## src/rtl/rht_div.sv

```systemverilog
// Pipelined restoring divider, one quotient bit per stage, with a side tag.
// Depends on nothing; used by the top level for hue and saturation.
`timescale 1ns / 1ps

module rht_div #(
    parameter int N_W   = 25,
    parameter int DEN_W = 8,
    parameter int Q_W   = 17,
    parameter int TAG_W = 8
) (
    input  logic             clk,
    input  logic             rst_n,
    input  logic             go,
    input  logic [N_W-1:0]   numer,
    input  logic [DEN_W-1:0] denom,
    input  logic [TAG_W-1:0] tag,
    output logic             fin,
    output logic [Q_W-1:0]   quot,
    output logic [TAG_W-1:0] fin_tag
);

    logic [Q_W:0]       v_reg;
    logic [DEN_W-1:0]   rem_reg [Q_W+1];
    logic [Q_W-1:0]     q_reg   [Q_W+1];
    logic [N_W-1:0]     num_reg [Q_W+1];
    logic [DEN_W-1:0]   den_reg [Q_W+1];
    logic [TAG_W-1:0]   tag_reg [Q_W+1];
    logic [N_W-1:0]     top_bits;

    assign top_bits = numer >> Q_W;

    always_ff @(posedge clk or negedge rst_n)
    begin
        if (!rst_n)
        begin
            v_reg <= '0;
        end
        else
        begin
            v_reg <= {v_reg[Q_W-1:0], go};
        end
    end

    always_ff @(posedge clk)
    begin
        rem_reg[0] <= top_bits[DEN_W-1:0];
        q_reg[0]   <= '0;
        num_reg[0] <= numer;
        den_reg[0] <= denom;
        tag_reg[0] <= tag;
    end

    for (genvar k = 0; k < Q_W; k++)
    begin : g_stage
        logic [DEN_W:0]   trial;
        logic             ge;
        logic [DEN_W:0]   diff;
        logic [DEN_W-1:0] rem_next;
        logic [Q_W-1:0]   q_next;

        always_comb
        begin
            trial    = {rem_reg[k], num_reg[k][Q_W-1-k]};
            ge       = trial >= {1'b0, den_reg[k]};
            diff     = trial - {1'b0, den_reg[k]};
            rem_next = ge ? diff[DEN_W-1:0] : trial[DEN_W-1:0];
            q_next   = q_reg[k];
            q_next[Q_W-1-k] = ge;
        end

        always_ff @(posedge clk)
        begin
            rem_reg[k+1] <= rem_next;
            q_reg[k+1]   <= q_next;
            num_reg[k+1] <= num_reg[k];
            den_reg[k+1] <= den_reg[k];
            tag_reg[k+1] <= tag_reg[k];
        end
    end

    assign fin     = v_reg[Q_W];
    assign quot    = q_reg[Q_W];
    assign fin_tag = tag_reg[Q_W];

endmodule

```

## config.mk

```make
export PLATFORM = sky130hd
export DESIGN_NAME = rht_div
export DESIGN_NICKNAME = d
export VERILOG_FILES = /design/src/rtl/rht_div.sv
export SDC_FILE = /design/constraint.sdc
export NUM_CORES = 1
export LEC_CHECK = 0
export ABC_AREA = 1
export ABC_CLOCK_PERIOD_IN_PS = 2400
export BUFFER_PORTS_ARGS = -buffer_cell sky130_fd_sc_hd__clkbuf_2
export CAP_MARGIN = 10
export CORE_UTILIZATION = 25
export CTS_CLUSTER_DIAMETER = 100
export DETAILED_ROUTE_END_ITERATION = 7
export HOLD_SLACK_MARGIN = 0.02
export SYNTH_ARGS = -nofsm -noshare
export SYNTH_HDL_FRONTEND = slang
export SYNTH_SLANG_ARGS = --single-unit
```

## constraint.sdc

```tcl
create_clock -name clk -period 2.4 [get_ports clk]
set_input_delay 0.36 -clock clk [delete_from_list [all_inputs] [get_ports clk]]
set_output_delay 0.36 -clock clk [all_outputs]
set_load 0.05 [all_outputs]
```

Word level (Yosys, flattened, before mapping)
Memories as Yosys holds them, arrays and structs flattened.
Index checks and enable logic that the tools add are counted.
W data, S select, Z words.
{"block": "word_totals", "reg_bits": 18, "mem_bits_rw": 1188, "inputBits": 44, "out_inout_bits": 26, "elab_cells": 57, "memories": 5}
{"name": "num_reg", "words": 18, "word_bits": 25, "rd": 17, "rd_clocked_by_memory_dff": 0, "write_ports": 18, "line": "25", "source": "logic [N_W-1:0] num_reg [Q_W+1];"}
{"name": "q_reg", "words": 18, "word_bits": 17, "rd": 18, "rd_clocked_by_memory_dff": 0, "write_ports": 18, "line": "24", "source": "logic [Q_W-1:0] q_reg [Q_W+1];"}
{"name": "den_reg", "words": 18, "word_bits": 8, "rd": 17, "rd_clocked_by_memory_dff": 0, "write_ports": 18, "line": "26", "source": "logic [DEN_W-1:0] den_reg [Q_W+1];"}
{"name": "rem_reg", "words": 18, "word_bits": 8, "rd": 17, "rd_clocked_by_memory_dff": 0, "write_ports": 18, "line": "23", "source": "logic [DEN_W-1:0] rem_reg [Q_W+1];"}
{"name": "tag_reg", "words": 18, "word_bits": 8, "rd": 18, "rd_clocked_by_memory_dff": 0, "write_ports": 18, "line": "27", "source": "logic [TAG_W-1:0] tag_reg [Q_W+1];"}
{"block": "classes", "add_sub_neg": 17, "order_cmp": 17, "muxes": 17}
{"operator": "$ge A9 B8 Y1", "n": 17}
{"operator": "$mux W8", "n": 17}
{"operator": "$sub A8 B8 Y8", "n": 17}

Longest topological paths before layout
An unclocked memory read counts as a cell.
{"block": "logic_depth", "ltp_word": 3, "mapped_depth": 11, "ltp_nobuf": 11}

Worst setup path before layout
No wires, ideal clock.
{"block": "synth_path", "path_type": "reg2reg", "from": "memory den_reg[7][2]", "to": "memory rem_reg[8][7]", "setup_time_ps": 112, "arrival_ps": 1417, "required_time_ps": 2288, "slack_ps": 871, "path_stages_with_launch": 12, "path_buffers": 1, "period_less_slack_ps": 1529, "cell_sequence": "dfxtp_1 -> inv_1 -> ha_1 -> buf_6 -> nand2_1 -> nor2_1 -> nand2_1 -> nor2_1 -> nor2_2 -> nand2_4 -> nand2_1 -> nand2_1"}
{"item": "start: declaration", "line": "26"}
{"item": "end: declaration", "line": "23"}

==> flow_metrics.tcl <==
set metrics [dict create \
    post_cts_buffers 0 \
    nets 2919 \
    hold_class "in2async" \
    cts_tree "done" \
    rsz0062_at_grt "false" \
    antenna_found_initial 0 \
    fp.dieW_um 314 \
    numCtsBuffers 80 \
    largest_reg_flops 154 \
    drv_cap 0 \
    ant_nets 0 \
    powerDensity_nw_per_um2 1380 \
    irDropWorstVdd_uv 732 \
    dp_slack_ns 0.521 \
    slowest_delay_ns 0.42 \
    yosysTopAreaCell "dfxtp_1" \
    cts_root_buf "clkbuf_16" \
    avgSynthCellArea_um2 9.54 \
    track_usage_pct 8.83 \
    io_pins 70 \
    htree_levels 3 \
    path_common_cell "nand2_1" \
    syn_nets 2743 \
    grt_overflow 0 \
    die_h_um 314 \
    n_antenna_cell 0 \
    synth_top_area_share_pct 59.5 \
    routed_wl_um 41900 \
    cp-start-kind "flop" \
    cts_resized 0 \
    final-seq-area_um2 14900 \
    slew_violations 0 \
    cts_buffer_depth 3 \
    fin_total_pwr_mw 40.3 \
    finClkSkew_ns 0.0246 \
    maxSlewHeadroom_pct 66.0 \
    ys_async_sr_fraction_pct 2.43 \
    synthCells 2547 \
    first_global_vias 15268 \
    portBuffers 69 \
    final_core_util_pct 30.5 \
    drtIter0Drc 623 \
    synth.most_common_cell "dfxtp_1" \
    vias_per_cell 3.78 \
    ys_seq_elements 740 \
    place_area_um2 26000 \
    path_class "reg2reg" \
    fmax_ghz 0.536 \
    end_kind "flop" \
    clk_pin_slew_worst_paths_ns 0.06 \
    drive_gt1_share_pct 9.17 \
    nFillCells 10020 \
    grt_pass1_wl_um 71400 \
    numPlacedInstances 3863 \
    area_delta_synth_final_pct 20.1 \
    final_design_area_no_fill_um2 29200 \
    cts.sinks 740 \
    required_ns 2.92 \
    layout_setup_ws_ns 0.533 \
    ys_warn_count 0 \
    drt-pass1-iter-count 4 \
    routabilityCongestion 0.828 \
    die-area_um2 98400 \
    fin_crit_ns 1.87 \
    grt_max_degree 19 \
    arrival_ns 2.39 \
    hold_viol_final 0 \
    fin_crit_sh_pct 77.8 \
    wl_per_cell_um 10.3 \
    vias 15303 \
    ys_seq_area_share_pct 61.4 \
    clock_latency_ns 0.63 \
    holdWs_ns 0.191 \
    tns_ns 0 \
    finalSetupViolCount 0 \
    cellLeakagePower_nw 14.4 \
    cp_cell_sequence "inv_1, ha_1, nand2_1, nand2_1, nand2_1, nand2_1, nor2_2, nand2_4, nand2_1, nand2_1" \
    drt_drc_violations_left 0 \
    synth_area_um2 24300 \
    synthFlopType "dfxtp_1" \
    crit_fanout 9 \
    worst_pin_slew_ns 0.509 \
    initial_core_util_pct 25.4 \
    dp_hpwl_um 30200 \
    r2r_slack_ns 0.53 \
    core_um2 95600 \
    synth_cell_types 27 \
    outcome "complete, no violations" \
    core.rowCount 113 \
    synth-edff-count 0 \
    synth_area_leaders "dfxtp_1 60%, nand2_1 11%, ha_1 7.0%, inv_1 5.9%, nand3_1 4.8%" \
    multi_input_area_um2 7760 \
    cp_slowest_cell "nor2_2" \
    yosys-top-cells-count "722 x dfxtp_1, 705 x nand2_1, 382 x inv_1, 234 x nand3_1, 136 x ha_1" \
    layout.cells.non_filler 4047 \
]
[per-layer routing]
metal | track usage (%) | vias to the layer above | routed length (µm)
met4 | 4.37 | 0 | 1430
met2 | 14.5 | 231 | 19000
li1 | - | 8260 | -
met3 | 2.59 | 95 | 2160
met1 | 10.4 | 6717 | 19300
met5 | 0 | - | 0
[report_power, final]
| part | internal, mW | switching, mW |
|---|---|---|
| combinational | 4.25 | 7.39 |
| clock | 7.38 | 4.97 |
| sequential | 15.1 | 1.23 |
[cell families after synthesis]
family / share of synthesized area [%]
buffers and inverters: 6.68
DFF: 61.4
and+or+nand+nor: 20.4
adders and majority gates: 8.33
xor gates and xnor gates: 1.73
AOI/OAI and AO/OA: 1.50
[path summary, 6_finish.rpt]
kind / cells past startpoint / start / end
min: 2 / rst_n / v_reg[16]$_DFF_PN0_
min in group clk: 0 / tag_reg[5][5]$_DFF_P_ / tag_reg[6][5]$_DFF_P_
min reg2reg: 0 / tag_reg[5][5]$_DFF_P_ / tag_reg[6][5]$_DFF_P_
max in group asynchronous: 2 / rst_n / v_reg[14]$_DFF_PN0_
max: 10 / den_reg[11][6]$_DFF_P_ / rem_reg[12][0]$_DFF_P_
max reg2reg: 10 / den_reg[11][6]$_DFF_P_ / rem_reg[12][0]$_DFF_P_
[placed cells by master (no fill, tap or decap), types with 3 or more instances in the layout]
cell type / n
dfxtp_1: 722
nand2_1: 705
inv_1: 382
nand3_1: 234
ha_1: 136
nor2_1: 86
clkbuf_16: 80
clkbuf_2: 69
a21oi_1: 63
dlygate4sd3_1: 43
nand4_1: 34
xor2_1: 32
nand2_2: 18
dfrtp_1: 18
nor3_1: 17
xnor2_1: 16
fa_1: 16
nand2_4: 15
nor2_2: 15
clkbuf_1: 14
clkinv_2: 13
bufinv_16: 9
clkinvlp_4: 7
clkbuf_8: 6
a21oi_2: 5
nand2_8: 3
nand3b_1: 3
inv_6: 3
clkinv_8: 3
[critical path: cells and delay by family, from the launching register on]
family                     cells  cell delay, ns
buffers and inverters          1            0.06
DFF                            1            0.37
adders and majority gates      1            0.33
and+or+nand+nor                8            1.02
[area by class of cell]
class                           count  share of cell area [%]
Sequential cell                   740                    51.1
Multi-Input combinational cell   1406                    26.6
Clock buffer                      100                    7.33
Tap cell                         1265                    5.43
Inverter                          383                    4.93
Timing Repair Buffer              112                    2.66
Clock inverter                     41                    1.96
[timing repair]
action,CTS,global route
setup endpoints to repair,0,0
hold buffers,43,0
endpoints found under the hold margin,60,0
(Power assumes the default switching activity.)
