==> config.mk <==
export PLATFORM = sky130hd
export DESIGN_NAME = rht_rot
export DESIGN_NICKNAME = d
export VERILOG_FILES = /design/src/rtl/rht_pkg.sv /design/src/rtl/rht_rot.sv
export SDC_FILE = /design/constraint.sdc
export NUM_CORES = 2
export LEC_CHECK = 0
export BUFFER_PORTS_ARGS = -buffer_cell sky130_fd_sc_hd__buf_2
export CORE_AREA = 2 2 336 338
export CTS_BUF_LIST = sky130_fd_sc_hd__clkbuf_8 sky130_fd_sc_hd__clkbuf_16
export DETAILED_ROUTE_END_ITERATION = 10
export DIE_AREA = 0 0 338 340
export PLACE_DENSITY = 0.76
export SKIP_LAST_GASP = 1
export SYNTH_ARGS = -nofsm -noshare
export SYNTH_HDL_FRONTEND = slang
export SYNTH_SLANG_ARGS = --single-unit
==> constraint.sdc <==
create_clock -name clk -period 8.3 [get_ports clk]
set_input_delay 0.83 -clock clk [delete_from_list [all_inputs] [get_ports clk]]
set_output_delay 0.83 -clock clk [all_outputs]
set_load 0.02 [all_outputs]
==> src/rtl/rht_pkg.sv <==
// Shared types, constants and fixed-point helpers for the hue rotation tetrad.
// No dependencies; rht_rot, the top level and rht_chk import this package.
`timescale 1ns / 1ps

package rht_pkg;

    typedef struct packed {
        logic [7:0] base_red;
        logic [7:0] base_green;
        logic [7:0] base_blue;
    } pixel_t;

    typedef struct packed {
        logic [7:0] first_red;
        logic [7:0] first_green;
        logic [7:0] first_blue;
        logic [7:0] second_red;
        logic [7:0] second_green;
        logic [7:0] second_blue;
        logic [7:0] third_red;
        logic [7:0] third_green;
        logic [7:0] third_blue;
    } tetrad_t;

    typedef enum logic [1:0] {
        REG_SHIFT_FIRST  = 2'd0,
        REG_SHIFT_SECOND = 2'd1,
        REG_SHIFT_THIRD  = 2'd2
    } cfg_reg_t;

    localparam logic [16:0] HUE_SECTOR = 17'd15360;
    localparam logic [16:0] HUE_FULL   = 17'd92160;
    localparam logic [8:0]  DEG_FULL   = 9'd360;
    localparam logic [20:0] RECIP15    = 21'd1118482;

    localparam int HUE_QW     = 17;
    localparam int HUE_NW     = 25;
    localparam int SAT_NW     = 24;
    localparam int ROT_STAGES = 8;
    localparam int PIPE_LAT   = HUE_QW + ROT_STAGES + 1;

    // floor(p / 65535) for p up to 65535 * 65535
    function automatic logic [15:0] frac_div(input logic [31:0] p);
        logic [32:0] s;
        s = {1'b0, p} + {17'd0, p[31:16]} + 33'd1;
        return s[31:16];
    endfunction

    // floor(x / 257)
    function automatic logic [7:0] div257(input logic [15:0] x);
        logic [23:0] s;
        s = ({8'd0, x} * 24'd255) + 24'd255;
        return s[23:16];
    endfunction

endpackage

==> src/rtl/rht_rot.sv <==
// Eight-stage pipeline: rotate one hue, convert HSV back to 8-bit RGB.
// Depends on rht_pkg.
`timescale 1ns / 1ps

module rht_rot (
    input  logic        clk,
    input  logic        rst_n,
    input  logic        go,
    input  logic [16:0] hue,
    input  logic [8:0]  shift,
    input  logic [15:0] sat,
    input  logic [7:0]  maxc,
    input  logic        grey,
    output logic        fin,
    output logic [7:0]  red,
    output logic [7:0]  green,
    output logic [7:0]  blue
);
    import rht_pkg::*;

    typedef enum logic [2:0] {
        SEC_0, SEC_1, SEC_2, SEC_3, SEC_4, SEC_5
    } sector_t;

    logic [ROT_STAGES:1] v_reg;

    logic [16:0] h_reg;
    logic [15:0] sat1_reg, sat2_reg, sat3_reg;
    logic [7:0]  mx1_reg, mx2_reg, mx3_reg, mx4_reg, mx5_reg, mx6_reg, mx7_reg;
    logic        g1_reg, g2_reg, g3_reg, g4_reg, g5_reg, g6_reg, g7_reg;
    sector_t     sec2_reg, sec3_reg, sec4_reg, sec5_reg, sec6_reg;
    logic [19:0] y_reg;
    logic [15:0] f_reg, oms_reg;
    logic [31:0] pm_reg, ps1_reg, ps2_reg, pn_reg, pk_reg;
    logic [15:0] m_reg, a1_reg, a2_reg, m6_reg;
    logic [15:0] cr_reg, cg_reg, cb_reg;
    logic [7:0]  red_reg, green_reg, blue_reg;

    logic [17:0] sum;
    logic [17:0] sum_wrap;
    logic [16:0] h_next;
    sector_t     sec_next;
    logic [16:0] base;
    logic [16:0] rem17;
    logic [29:0] scaled;
    logic [40:0] fprod;
    logic [15:0] val3, val5;
    logic [15:0] n_val, k_val;
    logic [15:0] cr_next, cg_next, cb_next;

    always_comb
    begin
        sum      = {1'b0, hue} + {1'b0, shift, 8'd0};
        sum_wrap = sum - {1'b0, HUE_FULL};
        h_next   = (sum >= {1'b0, HUE_FULL}) ? sum_wrap[16:0] : sum[16:0];
    end

    always_comb
    begin
        priority if (h_reg < HUE_SECTOR)
        begin
            sec_next = SEC_0;
            base     = 17'd0;
        end
        else if (h_reg < 17'd30720)
        begin
            sec_next = SEC_1;
            base     = 17'd15360;
        end
        else if (h_reg < 17'd46080)
        begin
            sec_next = SEC_2;
            base     = 17'd30720;
        end
        else if (h_reg < 17'd61440)
        begin
            sec_next = SEC_3;
            base     = 17'd46080;
        end
        else if (h_reg < 17'd76800)
        begin
            sec_next = SEC_4;
            base     = 17'd61440;
        end
        else
        begin
            sec_next = SEC_5;
            base     = 17'd76800;
        end
        rem17  = h_reg - base;
        scaled = {rem17[13:0], 16'd0} - {16'd0, rem17[13:0]};
    end

    assign fprod = {21'd0, y_reg} * {20'd0, RECIP15};
    assign val3  = {mx3_reg, mx3_reg};
    assign val5  = {mx5_reg, mx5_reg};

    always_comb
    begin
        n_val = frac_div(pn_reg);
        k_val = frac_div(pk_reg);
        unique case (sec6_reg)
            SEC_0:
            begin
                cr_next = {mx6_reg, mx6_reg}; cg_next = k_val; cb_next = m6_reg;
            end
            SEC_1:
            begin
                cr_next = n_val; cg_next = {mx6_reg, mx6_reg}; cb_next = m6_reg;
            end
            SEC_2:
            begin
                cr_next = m6_reg; cg_next = {mx6_reg, mx6_reg}; cb_next = k_val;
            end
            SEC_3:
            begin
                cr_next = m6_reg; cg_next = n_val; cb_next = {mx6_reg, mx6_reg};
            end
            SEC_4:
            begin
                cr_next = k_val; cg_next = m6_reg; cb_next = {mx6_reg, mx6_reg};
            end
            default:
            begin
                cr_next = {mx6_reg, mx6_reg}; cg_next = m6_reg; cb_next = n_val;
            end
        endcase
    end

    always_ff @(posedge clk or negedge rst_n)
    begin
        if (!rst_n)
        begin
            v_reg <= '0;
        end
        else
        begin
            v_reg <= {v_reg[ROT_STAGES-1:1], go};
        end
    end

    always_ff @(posedge clk)
    begin
        h_reg    <= h_next;
        sat1_reg <= sat;
        mx1_reg  <= maxc;
        g1_reg   <= grey;

        sec2_reg <= sec_next;
        y_reg    <= scaled[29:10];
        sat2_reg <= sat1_reg;
        mx2_reg  <= mx1_reg;
        g2_reg   <= g1_reg;

        f_reg    <= fprod[39:24];
        oms_reg  <= ~sat2_reg;
        sec3_reg <= sec2_reg;
        sat3_reg <= sat2_reg;
        mx3_reg  <= mx2_reg;
        g3_reg   <= g2_reg;

        pm_reg   <= {16'd0, val3} * {16'd0, oms_reg};
        ps1_reg  <= {16'd0, sat3_reg} * {16'd0, f_reg};
        ps2_reg  <= {16'd0, sat3_reg} * {16'd0, ~f_reg};
        sec4_reg <= sec3_reg;
        mx4_reg  <= mx3_reg;
        g4_reg   <= g3_reg;

        m_reg    <= frac_div(pm_reg);
        a1_reg   <= frac_div(ps1_reg);
        a2_reg   <= frac_div(ps2_reg);
        sec5_reg <= sec4_reg;
        mx5_reg  <= mx4_reg;
        g5_reg   <= g4_reg;

        pn_reg   <= {16'd0, val5} * {16'd0, ~a1_reg};
        pk_reg   <= {16'd0, val5} * {16'd0, ~a2_reg};
        m6_reg   <= m_reg;
        sec6_reg <= sec5_reg;
        mx6_reg  <= mx5_reg;
        g6_reg   <= g5_reg;

        cr_reg   <= cr_next;
        cg_reg   <= cg_next;
        cb_reg   <= cb_next;
        mx7_reg  <= mx6_reg;
        g7_reg   <= g6_reg;

        red_reg   <= g7_reg ? mx7_reg : div257(cr_reg);
        green_reg <= g7_reg ? mx7_reg : div257(cg_reg);
        blue_reg  <= g7_reg ? mx7_reg : div257(cb_reg);
    end

    assign fin   = v_reg[ROT_STAGES];
    assign red   = red_reg;
    assign green = green_reg;
    assign blue  = blue_reg;

endmodule

Yosys cells after proc, flatten, opt, wreduce, memory -nomap -nowiden
Cells that the tools add are included.

storage, ports and cells
  flip-flop bits (word level) = 499
  bits of input ports = 54
  output and inout port bits = 25
  logic and storage cells = 107

operators by class
  add/subtract/negate cells = 17
  reductions and logical operators = 7
  eq/ne operators = 4
  multiplexer cells = 16
  $mul = 9
  bitwise gates (word level) = 4
  $lt $le $gt $ge = 6

operator list
  operator                                                       number
  adder 32 x 1 -> 32 bit (second input constant)                 5
  adder 32 x 16 -> 32 bit                                        5
  multiplier 16 x 16 -> 32 bit                                   5
  one-hot mux 16 bit (3 select lines)                            3
  adder 24 x 8 -> 24 bit (second input constant)                 3
  multiplier 16 x 8 -> 24 bit (second input constant)            3
  NOT 16 bit                                                     4
  two-way mux 14 bit                                             4
  multiplier 20 x 20 -> 39 bit (second input constant)           1
  less-than comparator 17 x 16 -> 1 bit (second input constant)  2
  subtractor 30 x 14 -> 30 bit                                   1
  two-way mux 8 bit                                              3
  adder 17 x 17 -> 18 bit                                        1
  >= comparator 18 x 17 -> 1 bit (second input constant)         1
  less-than comparator 17 x 14 -> 1 bit (second input constant)  1
  less-than comparator 17 x 15 -> 1 bit (second input constant)  1
  less-than comparator 17 bit (second input constant)            1
  two-way mux 17 bit                                             1
  subtractor 17 bit (second input constant)                      1
  subtractor 14 bit                                              1
  two-way mux 13 bit                                             1
  OR reduction 2 bit                                             5
  equality test 3 x 2 -> 1 bit (second input constant)           2
  two-way mux 2 bit                                              2
  5 further kinds                                                6

Logic depth before layout (Yosys ltp)
  word-level depth = 8
  depth in mapped cells = 25
  gate-level depth less buffers = 23

Worst setup path after synthesis
Ideal clock, no wire load.

  path type = flip-flop to flip-flop
  start = register mx5_reg[0]
  end = register pk_reg[31]
  path buffers = 1
  setup slack = 1996 ps
  arrival = 6184 ps
  stages on the path, launching flop included = 23
  required time = 8179 ps
  setup time = 121 ps
  clock period less this slack = 6304 ps
  cells stage by stage = dfxtp_1 > clkbuf_1 > nor2b_1 > inv_1 > fa_1 > fa_1 > fa_1 > fa_1 > inv_1 > fa_1 > inv_1 > fa_1 > inv_1 > ha_1 > and4_4 > o211ai_1 > o211a_1 > o31a_1 > a2111oi_4 > nor3_1 > o41ai_1 > a21oi_1 > xnor2_1

between the ends
  cells in the longest elaborated chain, start to end = 1

RTL lines
  item                          line            RTL
  start: declaration            rht_rot.sv:29   logic [7:0] mx1_reg, mx2_reg, mx3_reg, mx4_reg, mx5_reg, mx6_reg, mx7_reg;
  start signal: assignment      rht_rot.sv:173  mx5_reg <= mx4_reg;
  multiplier 16 x 16 -> 32 bit  rht_rot.sv:177  pk_reg <= {16'd0, val5} * {16'd0, ~a2_reg};
  end signal: assignment        rht_rot.sv:177
  end: declaration              rht_rot.sv:34   logic [31:0] pm_reg, ps1_reg, ps2_reg, pn_reg, pk_reg;

Every way passes these cells.
A chain may end at the register's enable or synchronous reset.

Worst setup path in the final report
  start = register mx5_reg[0]
  end = register pn_reg[25]

between the ends
  cells in the longest elaborated chain, start to end = 1

RTL lines
  item                          line            RTL
  multiplier 16 x 16 -> 32 bit  rht_rot.sv:176  pn_reg <= {16'd0, val5} * {16'd0, ~a1_reg};
  end signal: assignment        rht_rot.sv:176
  end: declaration              rht_rot.sv:34

Every way passes these cells.

==> key figures <==
Status
  • Run status: finished, final reports clean

Synthesis
  • Simple-Gate Fraction of Synth Area: 0.1271
  • Dominant cells by area after synthesis: fa_1, ha_1, dfxtp_1, inv_1, nand2b_1
  • Post-Syn Area per Cell: 9.576 µm²
  • Ys async rst share: 0.01603
  • YS warnings: 0
  • Area share of the largest cell type after synthesis: 0.3311
  • Largest family of logic cells by synthesized area: adder cells
  • Yosys reg bits: 499
  • Number of synthesized flops with an enable pin: 0
  • Mapped cell area: 66270 µm²
  • Post-synthesis sequential area ratio: 0.1513
  • Post-synthesis xor/xnor area fraction: 0.03619
  • Synth area leader: fa_1
  • Mux contribution to synthesized area: 0.003700
  • Synth Area in Adders: 0.4993
  • Post-synthesis cell type count: 94
  • Mapped Nets: 8962
  • Compound-Gate Fraction of Synth Area: 0.08252
  • Cells after Synth: 6921
  • Top_reg_cell synth: dfxtp_1

CTS
  • CTS tree: yes
  • Root Driver: clkbuf_16
  • Maximum clock path buffer count: 3
  • Post_cts resized: 0
  • Clock-pin slew on the worst setup and hold paths: 0.06 ns
  • Worst-Skew Late Latency: 0.68 ns
  • TritonCTS Sinks: 499
  • Num CTS Buffers: 59
  • # Post-CTS Setup Buffers: 0
  • CTS H-tree lvls: 2

Layout
  • Area delta synth->final: 6.141%
  • Layout cell share with drive strength beyond 1: 0.03997
  • Nets: 8973
  • FF/Latch Area: 10030 µm²
  • Fillers: 9098
  • Footprint of the multi-input gates: 49630 µm²

Floorplanning
  • Core area: 111600 µm²
  • Die width: 338 µm
  • Site Rows: 123
  • Die area: 114900 µm²
  • Initial core utilization: 0.5940
  • Die span in y: 340 µm
  • Top Ports: 79

Placement
  • Port-buffer cells: 78
  • Gpl congestion: 0.9707
  • DP Wirelength: 129.3 mm

GRT
  • Total gr overflow: 0
  • Vias in the first global route: 49740
  • Largest net degree at the start of global routing: 60
  • Antenna violations before repair: 9
  • First-pass GRT wire length: 255.7 mm
  • Total GRT Usage: 0.2806

Drt
  • Routed Wire Length: 155.7 mm
  • Detail Route Antenna Nets: 0
  • Routed WL per cell: 18.36 µm
  • Remaining DRCs: 0
  • First-pass iteration count of the detailed router: 8
  • Detailed-route via count: 46130
  • Iter 0 DRT Violations: 2752
  • Vias/cell: 5.438

Critical path
  • WS Path Type: reg -> reg
  • Reg-to-reg slack, setup: 1.26 ns
  • Worst Reg-to-Reg Cells: 22
  • Req. time, crit path: 8.83 ns
  • Max FO, Critical Path: 18
  • Critical path endpoint category: register
  • Setup crit start kind: register
  • Arrival time at the worst endpoint: 7.57 ns

Run
  • Max_cap viols: 0

Timing
  • Post-route minimum period: 7.041 ns
  • Relative slew slack: 0.2053
  • Skew final: 0.04734 ns
  • Final Setup Violations: 0
  • Highest Clock Rate: 142.0 MHz
  • RSZ-0062 raised after global routing: no
  • Max-slew violations: 0
  • TNS Setup: 0 ns
  • Crit share post-route: 0.8483
  • Slew of the pin with the lowest slew margin: 1.190 ns
  • Hold Fails Final Rpt: 0

Min path
  • Path type of the worst min-delay path: in -> reg
  • Cells on Worst Hold Path: 1
==> placed cells by master (no fill, tap or decap), drive strengths merged, types with 21 or more instances in the layout <==
cell    Yosys  routed
o21bai     35      35
nor3       60      60
and3       25      25
nand2b    330     330
clkbuf    174      69
buf         7     130
and2      174     174
a211oi     47      47
xor2      100     100
ha        891     891
nand3      76      76
nor2b     242     242
o211ai     21      21
dfxtp     491     491
nand4      40      40
nor2      143     143
a21o      116     116
inv      1577    1593
fa       1096    1096
a21oi     201     201
o21ai     144     144
nand2     390     390
xnor2     173     173
o21a       51      51
o31ai      27      27
==> layout make-up <==
type                            instances  share of cell area
Sequential cell                       499              0.1426
Clock buffer                           69             0.02310
Multi-Input combinational cell       4662              0.7055
Timing Repair Buffer                  131             0.01124
Tap cell                             1500             0.02668
Clock inverter                         40            0.006563
Antenna cell                            3           0.0001067
Inverter                             1579             0.08426
==> metal layers <==
metal  wire length, µm  share of wire  track usage  vias to the layer above
met2             74240           0.48       0.4690                     1325
met4              7183          0.046       0.1181                       10
met5                69        0.00044            0                        -
li1                  -              -            -                    21610
met3              8923          0.057      0.03760                      334
met1             65300           0.42       0.3669                    22860
==> critical path: stages (launching register included) <==
cell,delay (ns)
dfxtp_1,0.71
buf_4,0.36
nor2b_1,0.22
inv_1,0.08
fa_1,0.53
inv_1,0.05
fa_1,0.53
fa_1,0.45
fa_1,0.52
fa_1,0.51
inv_1,0.05
fa_1,0.48
inv_1,0.04
ha_1,0.32
a21o_1,0.18
a21oi_1,0.08
or2_2,0.32
a211o_1,0.29
a211oi_1,0.36
nor2_1,0.12
o21ai_0,0.39
nand4_1,0.17
o211a_1,0.14
==> metrics by stage <==
stage               instance area (µm²)    util  cells  hold slack [ns]  worst slack (ns)
floorplan                         66270       -   6921           0.3096             1.996
global placement                  68240  0.6116   8370           0.3098             1.543
detailed placement                68240  0.6116   8370           0.3121             1.345
CTS                               70340  0.6304   8480           0.2159             1.273
global route                      70340  0.6304   8481           0.2328            0.8773
finish                            70350  0.6305   8483           0.2557             1.259
==> timing repair <==
| action | CTS | global route |
|---|---|---|
| hold buffers | 1 | 0 |
| setup endpoints to repair | 0 | 0 |
| hold endpoints to repair | 8 | 0 |
==> synth_stat cells (143+ instances only) <==
library cell,instances
a21oi_1,201
and2_1,174
clkbuf_1,173
dfxtp_1,491
fa_1,1096
ha_1,891
inv_1,1577
nand2_1,389
nand2b_1,328
nor2_1,143
nor2b_1,242
o21ai_0,144
xnor2_1,172
==> final timing paths <==
kind | from | end
min reg2reg | mx2_reg[3]$_DFF_P_ | mx3_reg[3]$_DFF_P_
max reg2reg | mx5_reg[0]$_DFF_P_ | pn_reg[25]$_DFF_P_
min in group asynchronous | rst_n | v_reg[1]$_DFF_PN0_
max | mx5_reg[0]$_DFF_P_ | pn_reg[25]$_DFF_P_
min | go | v_reg[1]$_DFF_PN0_
max in group asynchronous | rst_n | v_reg[2]$_DFF_PN0_
==> cell families after synthesis <==
kind of cell,after synthesis
flip-flops,499
XOR/XNOR,273
AO/OA/AOI/OAI,813
adder cells (fa/ha/maj),1987
multiplexers,24
buffers and inverters,1760
AND/OR/NAND/NOR,1565
Power is left out: the tool's default activity adds up to more than one toggle a clock period on the data nets, which glitch-free logic cannot reach.
